## config.mk

```make
export PLATFORM = sky130hd
export DESIGN_NAME = button_debounce_click_longpress_unit_flat
export DESIGN_NICKNAME = d
export VERILOG_FILES = /design/src/design/bdc_pkg.sv /design/src/design/bdc_ifs.sv /design/src/design/button_debounce_click_longpress_unit.sv /design/src/design/bdc_button.sv /design/src/flat_wrapper.sv
export SDC_FILE = /design/constraint.sdc
export NUM_CORES = 1
export LEC_CHECK = 0
export ABC_AREA = 1
export BUFFER_PORTS_ARGS = -buffer_cell sky130_fd_sc_hd__buf_2
export CAP_MARGIN = 5
export CELL_PAD_IN_SITES_DETAIL_PLACEMENT = 1
export CELL_PAD_IN_SITES_GLOBAL_PLACEMENT = 1
export CORE_MARGIN = 10
export CORE_UTILIZATION = 51
export DETAILED_ROUTE_END_ITERATION = 8
export PLACE_DENSITY = 0.92
export SLEW_MARGIN = 25
export SYNTH_ARGS = -nofsm -noshare
export SYNTH_HDL_FRONTEND = slang
export SYNTH_HIERARCHICAL = 1
export SYNTH_SLANG_ARGS = --single-unit
```

## constraint.sdc

```tcl
create_clock -name i_clk -period 55.7 [get_ports i_clk]
set_clock_uncertainty 0.05 [all_clocks]
set_input_delay 11.14 -clock i_clk [delete_from_list [all_inputs] [get_ports i_clk]]
set_output_delay 11.14 -clock i_clk [all_outputs]
set_load 0.1 [all_outputs]
```

## src/design/bdc_pkg.sv

```systemverilog
// Shared types and constants for the button debounce / click / long-press unit.
// No dependencies; every other design file but bdc_ifs imports this package.
package bdc_pkg;

    // Button slots
    localparam int unsigned NUM_BTN = 3;
    localparam logic [1:0] BTN_PREV   = 2'd0;
    localparam logic [1:0] BTN_NEXT   = 2'd1;
    localparam logic [1:0] BTN_SELECT = 2'd2;

    // Configuration register indexes and reset values
    localparam logic [1:0]  CFG_FLIPPED       = 2'd0;
    localparam logic [1:0]  CFG_DEBOUNCE_MS   = 2'd1;
    localparam logic [1:0]  CFG_LONG_PRESS_MS = 2'd2;
    localparam logic [15:0] DEBOUNCE_MS_RST   = 16'd30;
    localparam logic [15:0] LONG_PRESS_MS_RST = 16'd800;

    // Button levels (active low)
    localparam logic LVL_PRESSED  = 1'b0;
    localparam logic LVL_RELEASED = 1'b1;

    typedef enum logic [1:0] {
        REQ_SAMPLE     = 2'd0,
        REQ_READ_CLEAR = 2'd1,
        REQ_INJECT     = 2'd2,
        REQ_CLEAR_ALL  = 2'd3
    } t_req_type;

    typedef enum logic [1:0] {
        EV_NONE  = 2'd0,
        EV_CLICK = 2'd1,
        EV_LONG  = 2'd2
    } t_event;

    // Per-button debounce state
    typedef struct packed {
        logic        raw;
        logic        stable;
        logic [31:0] change_time;
        logic [31:0] press_time;
        logic        long_done;
    } t_btn_state;

    // Event raised by one button in one sample
    typedef struct packed {
        logic   set;
        t_event code;
    } t_btn_evt;

endpackage

```

## src/design/bdc_ifs.sv

```systemverilog
// Handshake channels of the button debounce unit: request, response, config write.
// Stand-alone; no package dependency.
interface bdc_req_if;
    logic       valid;
    logic       ready;
    logic [1:0] req_type;
    logic [31:0] now_ms;
    logic       level_prev;
    logic       level_next;
    logic       level_select;
    logic [1:0] target_button;
    logic [1:0] inject_event;

    modport source (output valid, req_type, now_ms, level_prev, level_next, level_select,
                    target_button, inject_event, input ready);
    modport sink   (input valid, req_type, now_ms, level_prev, level_next, level_select,
                    target_button, inject_event, output ready);
endinterface

interface bdc_rsp_if;
    logic       valid;
    logic       ready;
    logic [1:0] prev_event;
    logic [1:0] next_event;
    logic [1:0] select_event;

    modport source (output valid, prev_event, next_event, select_event, input ready);
    modport sink   (input valid, prev_event, next_event, select_event, output ready);
endinterface

interface bdc_cfg_if;
    logic        valid;
    logic        ready;
    logic [1:0]  addr;
    logic [15:0] data;

    modport source (output valid, addr, data, input ready);
    modport sink   (input valid, addr, data, output ready);
endinterface

```

## src/design/button_debounce_click_longpress_unit.sv

```systemverilog
// Top level of the three-button debounce unit with click and long-press latching.
// Depends on bdc_pkg, bdc_ifs (channels) and bdc_button.
//
// Takes one request per clock on i_req while o_rsp keeps up, and returns exactly
// one response per request on o_rsp, in order. A request is captured in an input
// register; once the response register is free or being taken, a single pass of
// logic updates the three button state sets (on a sample) and the latched events
// and loads the response register. The response carries the latched events as
// they were before that request. Each button's pass is one 32-bit wrapping
// subtract and compare for debounce and one for hold time. Configuration writes
// on i_cfg are always taken; indexes 0 (flipped), 1 (debounce_ms) and 2
// (long_press_ms) are used, others are ignored. Write them only while idle.
module button_debounce_click_longpress_unit (
    input  logic i_clk,
    input  logic i_rst_n,
    bdc_req_if.sink   i_req,
    bdc_rsp_if.source o_rsp,
    bdc_cfg_if.sink   i_cfg
);
    import bdc_pkg::*;

    // configuration
    logic        r_flipped;
    logic [15:0] r_debounce_ms;
    logic [15:0] r_long_press_ms;

    // input register
    logic        r_in_vld;
    t_req_type   r_req_type;
    logic [31:0] r_now;
    logic [NUM_BTN-1:0] r_level;
    logic [1:0]  r_target;
    logic [1:0]  r_inject;

    // button state and latched events
    t_btn_state  r_btn [NUM_BTN];
    t_btn_state  n_btn [NUM_BTN];
    t_btn_evt    btn_evt [NUM_BTN];
    t_event      r_pending [NUM_BTN];
    t_event      n_pending [NUM_BTN];
    logic [1:0]  evt_target [NUM_BTN];

    // response register
    logic        r_out_vld;
    t_event      r_out_ev [NUM_BTN];

    logic        in_xfer;
    logic        advance;

    assign advance     = r_in_vld && (!r_out_vld || o_rsp.ready);
    assign i_req.ready = !r_in_vld || advance;
    assign in_xfer     = i_req.valid && i_req.ready;
    assign i_cfg.ready = 1'b1;

    // configuration writes
    always_ff @(posedge i_clk) begin
        if (!i_rst_n) begin
            r_flipped       <= 1'b0;
            r_debounce_ms   <= DEBOUNCE_MS_RST;
            r_long_press_ms <= LONG_PRESS_MS_RST;
        end else if (i_cfg.valid) begin
            unique case (i_cfg.addr)
                CFG_FLIPPED:       r_flipped       <= i_cfg.data[0];
                CFG_DEBOUNCE_MS:   r_debounce_ms   <= i_cfg.data;
                CFG_LONG_PRESS_MS: r_long_press_ms <= i_cfg.data;
                default: ;
            endcase
        end
    end

    // capture a request
    always_ff @(posedge i_clk) begin
        if (!i_rst_n) begin
            r_in_vld <= 1'b0;
        end else if (in_xfer) begin
            r_in_vld <= 1'b1;
        end else if (advance) begin
            r_in_vld <= 1'b0;
        end
    end

    always_ff @(posedge i_clk) begin
        if (in_xfer) begin
            r_req_type          <= t_req_type'(i_req.req_type);
            r_now               <= i_req.now_ms;
            r_level[BTN_PREV]   <= i_req.level_prev;
            r_level[BTN_NEXT]   <= i_req.level_next;
            r_level[BTN_SELECT] <= i_req.level_select;
            r_target            <= i_req.target_button;
            r_inject            <= i_req.inject_event;
        end
    end

    // per-button debounce logic
    for (genvar g = 0; g < NUM_BTN; g++) begin : g_btn
        bdc_button u_btn (
            .i_level         (r_level[g]),
            .i_now           (r_now),
            .i_debounce_ms   (r_debounce_ms),
            .i_long_press_ms (r_long_press_ms),
            .i_state         (r_btn[g]),
            .o_state         (n_btn[g]),
            .o_event         (btn_evt[g])
        );
    end

    // swap prev and next event targets when flipped
    assign evt_target[BTN_PREV]   = r_flipped ? BTN_NEXT : BTN_PREV;
    assign evt_target[BTN_NEXT]   = r_flipped ? BTN_PREV : BTN_NEXT;
    assign evt_target[BTN_SELECT] = BTN_SELECT;

    // next latched events
    always_comb begin
        for (int b = 0; b < NUM_BTN; b++) begin
            n_pending[b] = r_pending[b];
        end
        unique case (r_req_type)
            REQ_SAMPLE: begin
                for (int b = 0; b < NUM_BTN; b++) begin
                    if (btn_evt[b].set) begin
                        n_pending[evt_target[b]] = btn_evt[b].code;
                    end
                end
            end
            REQ_READ_CLEAR, REQ_CLEAR_ALL: begin
                for (int b = 0; b < NUM_BTN; b++) begin
                    n_pending[b] = EV_NONE;
                end
            end
            REQ_INJECT: begin
                // drop an unknown target or event code
                if (r_target <= BTN_SELECT && r_inject <= EV_LONG) begin
                    n_pending[r_target] = t_event'(r_inject);
                end
            end
            default: ;
        endcase
    end

    // update button state and events
    always_ff @(posedge i_clk) begin
        if (!i_rst_n) begin
            for (int b = 0; b < NUM_BTN; b++) begin
                r_btn[b]     <= '{raw: LVL_RELEASED, stable: LVL_RELEASED,
                                  change_time: 32'd0, press_time: 32'd0, long_done: 1'b0};
                r_pending[b] <= EV_NONE;
            end
        end else if (advance) begin
            for (int b = 0; b < NUM_BTN; b++) begin
                if (r_req_type == REQ_SAMPLE) begin
                    r_btn[b] <= n_btn[b];
                end
                r_pending[b] <= n_pending[b];
            end
        end
    end

    // response register
    always_ff @(posedge i_clk) begin
        if (!i_rst_n) begin
            r_out_vld <= 1'b0;
        end else if (advance) begin
            r_out_vld <= 1'b1;
        end else if (o_rsp.ready) begin
            r_out_vld <= 1'b0;
        end
    end

    always_ff @(posedge i_clk) begin
        if (advance) begin
            for (int b = 0; b < NUM_BTN; b++) begin
                r_out_ev[b] <= r_pending[b];
            end
        end
    end

    assign o_rsp.valid        = r_out_vld;
    assign o_rsp.prev_event   = r_out_ev[BTN_PREV];
    assign o_rsp.next_event   = r_out_ev[BTN_NEXT];
    assign o_rsp.select_event = r_out_ev[BTN_SELECT];

endmodule

```

## src/design/bdc_button.sv

```systemverilog
// Next-state logic of one debounced button: debounce, press time, click / long press.
// Depends on bdc_pkg.
module bdc_button (
    input  logic               i_level,
    input  logic [31:0]        i_now,
    input  logic [15:0]        i_debounce_ms,
    input  logic [15:0]        i_long_press_ms,
    input  bdc_pkg::t_btn_state i_state,
    output bdc_pkg::t_btn_state o_state,
    output bdc_pkg::t_btn_evt   o_event
);
    import bdc_pkg::*;

    logic        raw_changed;
    logic [31:0] change_time;
    logic [31:0] since_change;
    logic        settled;
    logic [31:0] since_press;

    // restart the debounce timer on any raw change
    assign raw_changed  = (i_level != i_state.raw);
    assign change_time  = raw_changed ? i_now : i_state.change_time;
    assign since_change = i_now - change_time;
    assign settled      = (since_change > {16'd0, i_debounce_ms});
    // a fresh press leaves zero elapsed, which never exceeds the hold time
    assign since_press  = i_now - i_state.press_time;

    always_comb begin
        o_state             = i_state;
        o_state.raw         = i_level;
        o_state.change_time = change_time;
        o_event             = '{set: 1'b0, code: EV_NONE};
        if (settled) begin
            // accept the new debounced level
            if (i_level != i_state.stable) begin
                o_state.stable = i_level;
                if (i_level == LVL_PRESSED) begin
                    o_state.press_time = i_now;
                    o_state.long_done  = 1'b0;
                end else if (!i_state.long_done) begin
                    o_event = '{set: 1'b1, code: EV_CLICK};
                end
            end
            // latch one long press while held
            if (i_level == LVL_PRESSED && i_state.stable == LVL_PRESSED &&
                !i_state.long_done && since_press > {16'd0, i_long_press_ms}) begin
                o_event           = '{set: 1'b1, code: EV_LONG};
                o_state.long_done = 1'b1;
            end
        end
    end

endmodule

```

## src/flat_wrapper.sv

```systemverilog
// flat-port wrapper written by rule: the top's interface ports become plain ports
module button_debounce_click_longpress_unit_flat import bdc_pkg::*;
  (i_clk, i_rst_n, i_req_valid, i_req_req_type, i_req_now_ms, i_req_level_prev, i_req_level_next, i_req_level_select, i_req_target_button, i_req_inject_event, i_req_ready, o_rsp_valid, o_rsp_prev_event, o_rsp_next_event, o_rsp_select_event, o_rsp_ready, i_cfg_valid, i_cfg_addr, i_cfg_data, i_cfg_ready);
  bdc_req_if i_req_i ();
  bdc_rsp_if o_rsp_i ();
  bdc_cfg_if i_cfg_i ();
  input  logic i_clk;
  input  logic i_rst_n;
  input wire logic [$bits(i_req_i.valid)-1:0] i_req_valid;
  input wire logic [$bits(i_req_i.req_type)-1:0] i_req_req_type;
  input wire logic [$bits(i_req_i.now_ms)-1:0] i_req_now_ms;
  input wire logic [$bits(i_req_i.level_prev)-1:0] i_req_level_prev;
  input wire logic [$bits(i_req_i.level_next)-1:0] i_req_level_next;
  input wire logic [$bits(i_req_i.level_select)-1:0] i_req_level_select;
  input wire logic [$bits(i_req_i.target_button)-1:0] i_req_target_button;
  input wire logic [$bits(i_req_i.inject_event)-1:0] i_req_inject_event;
  output wire logic [$bits(i_req_i.ready)-1:0] i_req_ready;
  output wire logic [$bits(o_rsp_i.valid)-1:0] o_rsp_valid;
  output wire logic [$bits(o_rsp_i.prev_event)-1:0] o_rsp_prev_event;
  output wire logic [$bits(o_rsp_i.next_event)-1:0] o_rsp_next_event;
  output wire logic [$bits(o_rsp_i.select_event)-1:0] o_rsp_select_event;
  input wire logic [$bits(o_rsp_i.ready)-1:0] o_rsp_ready;
  input wire logic [$bits(i_cfg_i.valid)-1:0] i_cfg_valid;
  input wire logic [$bits(i_cfg_i.addr)-1:0] i_cfg_addr;
  input wire logic [$bits(i_cfg_i.data)-1:0] i_cfg_data;
  output wire logic [$bits(i_cfg_i.ready)-1:0] i_cfg_ready;
  assign i_req_i.valid = i_req_valid;
  assign i_req_i.req_type = i_req_req_type;
  assign i_req_i.now_ms = i_req_now_ms;
  assign i_req_i.level_prev = i_req_level_prev;
  assign i_req_i.level_next = i_req_level_next;
  assign i_req_i.level_select = i_req_level_select;
  assign i_req_i.target_button = i_req_target_button;
  assign i_req_i.inject_event = i_req_inject_event;
  assign i_req_ready = i_req_i.ready;
  assign o_rsp_valid = o_rsp_i.valid;
  assign o_rsp_prev_event = o_rsp_i.prev_event;
  assign o_rsp_next_event = o_rsp_i.next_event;
  assign o_rsp_select_event = o_rsp_i.select_event;
  assign o_rsp_i.ready = o_rsp_ready;
  assign i_cfg_i.valid = i_cfg_valid;
  assign i_cfg_i.addr = i_cfg_addr;
  assign i_cfg_i.data = i_cfg_data;
  assign i_cfg_ready = i_cfg_i.ready;
  button_debounce_click_longpress_unit u_core (.i_clk(i_clk), .i_rst_n(i_rst_n), .i_req(i_req_i), .o_rsp(o_rsp_i), .i_cfg(i_cfg_i));
endmodule
```

Yosys cells after proc, flatten, opt, wreduce, memory -nomap -nowiden
Memories as Yosys holds them, arrays and structs flattened. Index checks and enable logic that the tools add are counted.

$add $sub $neg: 6. Eq/ne operators: 11. Divide/modulo/power cells: 0. Reductions and logical operators: 30. Order comparisons: 14. Mux-type cells: 72. Multiply operators: 0. Bitwise operators: 15. Shifts and indexed selects: 0.

Operators with widths (number): 2-to-1 mux 33 bit (9); 2-to-1 mux 67 bit (3); > comparator 32 x 16 -> 1 bit (6); subtractor 32 bit (6); 2-to-1 mux 32 bit (3); 2-to-1 mux 3 bit (15); 2-to-1 mux 1 bit (24); 2-to-1 mux 6 bit (4); bitwise mux 6 bit (3); one-hot mux 6 bit (3 select lines) (1); logical AND 1 bit (15); 2-to-1 mux 2 bit (7); demux 2 bit (select 2 bit) (3); greater-or-equal comparator 3 bit, second input constant (3); less-than comparator 3 x 1 -> 1 bit, second input constant (3); inverter 2 -> 3 bit (3); == test 2 bit, second input constant (3); inequality test 1 bit (6); inverter 1 bit (6); OR 1 bit (6); AND reduction 2 bit (3); zero test 1 bit (5); == test 2 x 1 -> 1 bit, second input constant (2); <= comparator 2 bit, second input constant (2); other kinds (4) (7).

Memory bits (writable): 213. ROM bits: 0. Bits of input ports: 64. Flip-flop bits (word level): 76. Bits in latches: 0. Logic and storage cells: 161. Memories kept: 3.

Memory list: u_core.r_btn (words 3, bits a word 67, read ports 3, clocked after memory_dff 0, wr ports 3, line button_debounce_click_longpress_unit.sv:36) `t_btn_state r_btn [NUM_BTN];`; u_core.r_out_ev (words 3, bits a word 2, read ports 3, clocked after memory_dff 0, wr ports 3, line button_debounce_click_longpress_unit.sv:45) `t_event r_out_ev [NUM_BTN];`; u_core.r_pending (words 3, bits a word 2, read ports 3, clocked after memory_dff 0, wr ports 3, line button_debounce_click_longpress_unit.sv:39) `t_event r_pending [NUM_BTN];`.

Logic depth before layout (Yosys ltp)
An unclocked memory read counts as a cell.

Depth after elaboration: 15. Mapped depth: 38. Gate-level depth less buffers: 36.

Modules after synthesis
The synthesis kept the hierarchy.

Modules (own cells, without submodules): button_debounce_click_longpress_unit (cells each 923, times used 1, area each 12533.3 µm²); bdc_button at u_core.g_btn[0].u_btn (cells each 1385, times used 1, area each 6886.6 µm²); bdc_button at u_core.g_btn[1].u_btn (cells each 1362, times used 1, area each 6809.0 µm²); bdc_button at u_core.g_btn[2].u_btn (cells each 1200, times used 1, area each 6343.6 µm²).

Worst setup path after synthesis
Ideal clock, no wire load.

Path type: input port to flip-flop. Start point: input o_rsp_ready. End point: memory u_core/r_btn[0][0] in the netlist's numbering, enable pin. Path slack: 29259 ps. Stages: 4. Required time: 54610 ps. Data arrival time: 25351 ps. Library setup time: 1040 ps. Buffers on the path: 0. Cells stage by stage: inv_2 nand2_2 nand2_2 o21ai_0.

RTL lines: start: declaration (line flat_wrapper.sv:22) `input wire logic [$bits(o_rsp_i.ready)-1:0] o_rsp_ready;`; end: declaration (line button_debounce_click_longpress_unit.sv:36).

Worst setup path after layout
Start point: input o_rsp_ready. End point: output i_req_ready.

Longest elaborated chain between the ends: 3.

RTL lines: logical OR 1 bit (line button_debounce_click_longpress_unit.sv:50) `assign advance = r_in_vld && (!r_out_vld || o_rsp.ready);`; logical AND 1 bit (line button_debounce_click_longpress_unit.sv:50); logical OR 1 bit (line button_debounce_click_longpress_unit.sv:51) `assign i_req.ready = !r_in_vld || advance;`; end: declaration (line flat_wrapper.sv:17) `output wire logic [$bits(i_req_i.ready)-1:0] i_req_ready;`.

Every way passes these cells.

==> flow_metrics.tcl <==
set metrics [dict create \
    status "completed" \
    fin_nets 5242 \
    min_period_ns 23.01 \
    ys_types 53 \
    antenna_found_initial 4 \
    startpoint_type "primary input" \
    cts_tree "built" \
    synthAdderAreaFrac 0.09980 \
    switchingPower_mw 0.3274 \
    track_usage 0.3224 \
    drtPass1Iterations 5 \
    max_slew.worst_pin.slew_ns 1.137 \
    critPathKind "primary input to primary output" \
    hpwlAfterDp_um 90490 \
    yosys.area.top_type "edfxtp_1" \
    cp_num_buf_inv 3 \
    synthXorXnorAreaFrac 0.02635 \
    required_ns 44.51 \
    intPower_mw 0.4938 \
    swShare 0.3987 \
    place_area_um2 33450 \
    drt-total-wl_um 122700 \
    peakVddDrop_v 0.00002628 \
    seq_area_frac_synth 0.2557 \
    power_density_nw_per_um2 23.63 \
    ctsHoldBuffers 0 \
    hold_class "register to register" \
    ys_seq_elements 289 \
    cp_cell_sequence "buf_2 -> inv_2 -> nand3_1 -> buf_2" \
    maxCapViolations 0 \
    syn-cell-area_um2 32570 \
    drtAntennaViolNets 0 \
    clk_latency_ns 0.59 \
    synthSimpleGateAreaFrac 0.3617 \
    cts_max_path_buffers 3 \
    synthArstFlopShare 0 \
    p_leak_nw 17.08 \
    netlist_instances 4870 \
    grt_max_degree 86 \
    dp.cells 5725 \
    ios 73 \
    grt_pass1_wl_um 189500 \
    crit_cells 4 \
    cp_max_fo 3 \
    cts-root-buf "clkbuf_16" \
    path_common_cell "buf_2" \
    globalplace.congestion 0.9648 \
    post-route-period-util 0.4131 \
    syn2layout_area_growth_pct 6.680 \
    drv_slew 0 \
    clkTransAtPathRegs_ns 0.06 \
    start_util 0.5154 \
    synth_top_area_frac 0.2342 \
    holdPathStages 0 \
    yosys_warnings 6 \
    dieArea_um2 74380 \
    synth_area_leaders "edfxtp_1 (23%), nand2_1 (15%), inv_1 (11%)" \
    final_cell_count_no_fill 5800 \
    grt_overflow 0 \
    drtIter0Drc 2496 \
    rsz0062_at_grt "false" \
    drcViolationCount 0 \
    slew_headroom 0.2421 \
    row_count 92 \
    syn_avg_cell_area_um2 6.688 \
    synth_edf_count 254 \
    cts-buffers-inserted 39 \
    h-tree-depth 2 \
    cp_top_family "buffers and inverters" \
    cts_resized 0 \
    vias 32833 \
    pwr-share-comb 0.369 \
    synth-compound-area-share 0.1185 \
    setup_viol 0 \
    grt_pass1_vias 33774 \
    io_buffer_count 71 \
    max_stage_delay_ns 0.45 \
    dpl_worst_slack_ns 32.70 \
    fin_setup_tns_ns 0 \
    die_h_um 272.7 \
    reg2reg_depth 38 \
    setup.worst_path.end_class "primary output" \
    via_per_inst 5.661 \
    synthesis.nets 5192 \
    drive_above_1_share 0.1085 \
    fmax_mhz 43.46 \
    setup_slack_ns 32.69 \
    crit_slowest_cell "buf_2" \
    fin_area_um2 34750 \
    synth_top_family_by_area "simple AND/OR/NAND/NOR gates" \
    synth_mux_area_frac 0 \
    clock_sinks 289 \
    power_frac_seq 0.313 \
    routedWlPerCell_um 21.16 \
    arrival_ns 11.82 \
    clockPowerShare 0.317 \
    synth_top_flop_cell "edfxtp_1" \
    dieWidth_um 272.7 \
    post_cts_buffers 0 \
    finalHoldViolCount 0 \
    core_area_um2 63200 \
]
==> routing by layer <==
layer,vias to the layer above,track usage,routed length (um)
met1,15934,0.4071,52100
met2,1038,0.5209,54970
met4,0,0.1797,7549
li1,15577,-,-
met5,-,0,0
met3,284,0.04978,8126
==> per-stage QoR <==
stage          total power [mW]  utilization  hold WS [ns]
2_1_floorplan            0.4726            -        0.3764
3_3_place_gp             0.5389       0.5294        0.4527
3_5_place_dp             0.5541       0.5294        0.4087
4_1_cts                  0.8183       0.5497        0.4461
5_1_grt                  0.8667       0.5498        0.4616
6_report                 0.8212       0.5499        0.4603
==> placed cells by master (no fill, tap or decap), types with 8 or more instances in the layout <==
master,synthesis,final
buf_2,12,71
clkbuf_16,0,40
inv_2,20,21
nor2_4,191,191
nor4_1,14,14
ha_1,255,254
o21ai_0,398,397
o21bai_1,16,16
o21ai_1,12,12
dfxtp_1,35,35
nand2_2,23,23
xor2_1,68,68
xnor2_1,30,30
a21o_1,8,8
nor2_1,381,380
nand3_1,323,323
nor3_1,55,55
nand3b_1,12,12
clkbuf_1,40,9
a21boi_0,13,13
nand2_4,10,9
nand2_1,1279,1279
edfxtp_1,254,254
buf_4,17,49
a21oi_1,257,257
nor2_2,13,14
or2_2,54,54
clkinv_2,0,8
nand3_2,29,29
inv_1,923,922
nand4_1,30,30
o211ai_1,8,8
==> worst reg2reg max path: cells and delay by family (launching register included) <==
family	cells	cell delay (ns)
flip-flops	1	0.34
adder cells (fa/ha/maj)	2	0.72
AO/OA/AOI/OAI	3	0.94
buffers and inverters	9	1.87
XOR/XNOR	1	0.10
AND/OR/NAND/NOR	23	2.78
==> cells in the mapped netlist, types with 23 or more instances <==
cell / instances
nand2_1: 1279
inv_1: 923
nand3_1: 323
nand2_2: 23
a21oi_1: 257
o21ai_0: 398
or2_2: 54
clkbuf_1: 40
nor3_1: 55
xnor2_1: 30
nand3_2: 29
ha_1: 255
nor2_1: 381
edfxtp_1: 254
xor2_1: 68
nor2_4: 191
nand4_1: 30
dfxtp_1: 35
==> power groups by stage <==
stage	combinational [mW]	clock [mW]	sequential, mW
after floorplan	0.208	0	0.265
after global placement	0.279	0	0.260
after detailed placement	0.293	0	0.261
after CTS	0.298	0.264	0.257
after global routing	0.337	0.272	0.258
final	0.303	0.260	0.257
==> cells by family (layout without fill, tap and decap cells) <==
kind of cell | count (synthesis) | count (layout)
compound gates | 736 | 736
xor+xnor | 98 | 98
fa+ha+maj | 258 | 258
buf+inv | 1056 | 1137
flops | 289 | 289
other cells | 1 | 4
simple gates | 2432 | 2432
==> sequential cells by signal (all words and copies together), names as in the netlist <==
name and cells:
u_core/r_out_ev 6, u_core/r_level 3, u_core/r_req_type 2, u_core/r_now 32
u_core/r_in_vld 1, u_core/r_flipped 1, u_core/r_debounce_ms 16, u_core/r_inject 2
u_core/o_rsp.valid 1, u_core/r_target 2, u_core/r_pending 6, u_core/r_long_press_ms 16
u_core/r_btn 201
==> path summary, 6_finish.rpt <==
path	from	end	slack [ns]
min reg2reg	u_core/r_pending[0][1]	u_core/r_out_ev[0][1]	0.46
max reg2reg	u_core/r_level[0]	u_core/r_pending[0][0]	48.68
max	o_rsp_ready	i_req_ready	32.69
min	u_core/r_pending[0][1]	u_core/r_out_ev[0][1]	0.46
==> final cells by class <==
cell class,instances,area [um2]
multi-input combinational,3525,19780
clock buffer,53,1090
timing repair buffer,121,743.2
sequential,289,8328
clock inverter,19,196.4
tap,846,1059
fill,8584,28450
inverter,944,3546
antenna,3,7.507
No activity file was read; power rests on OpenSTA's default activity.
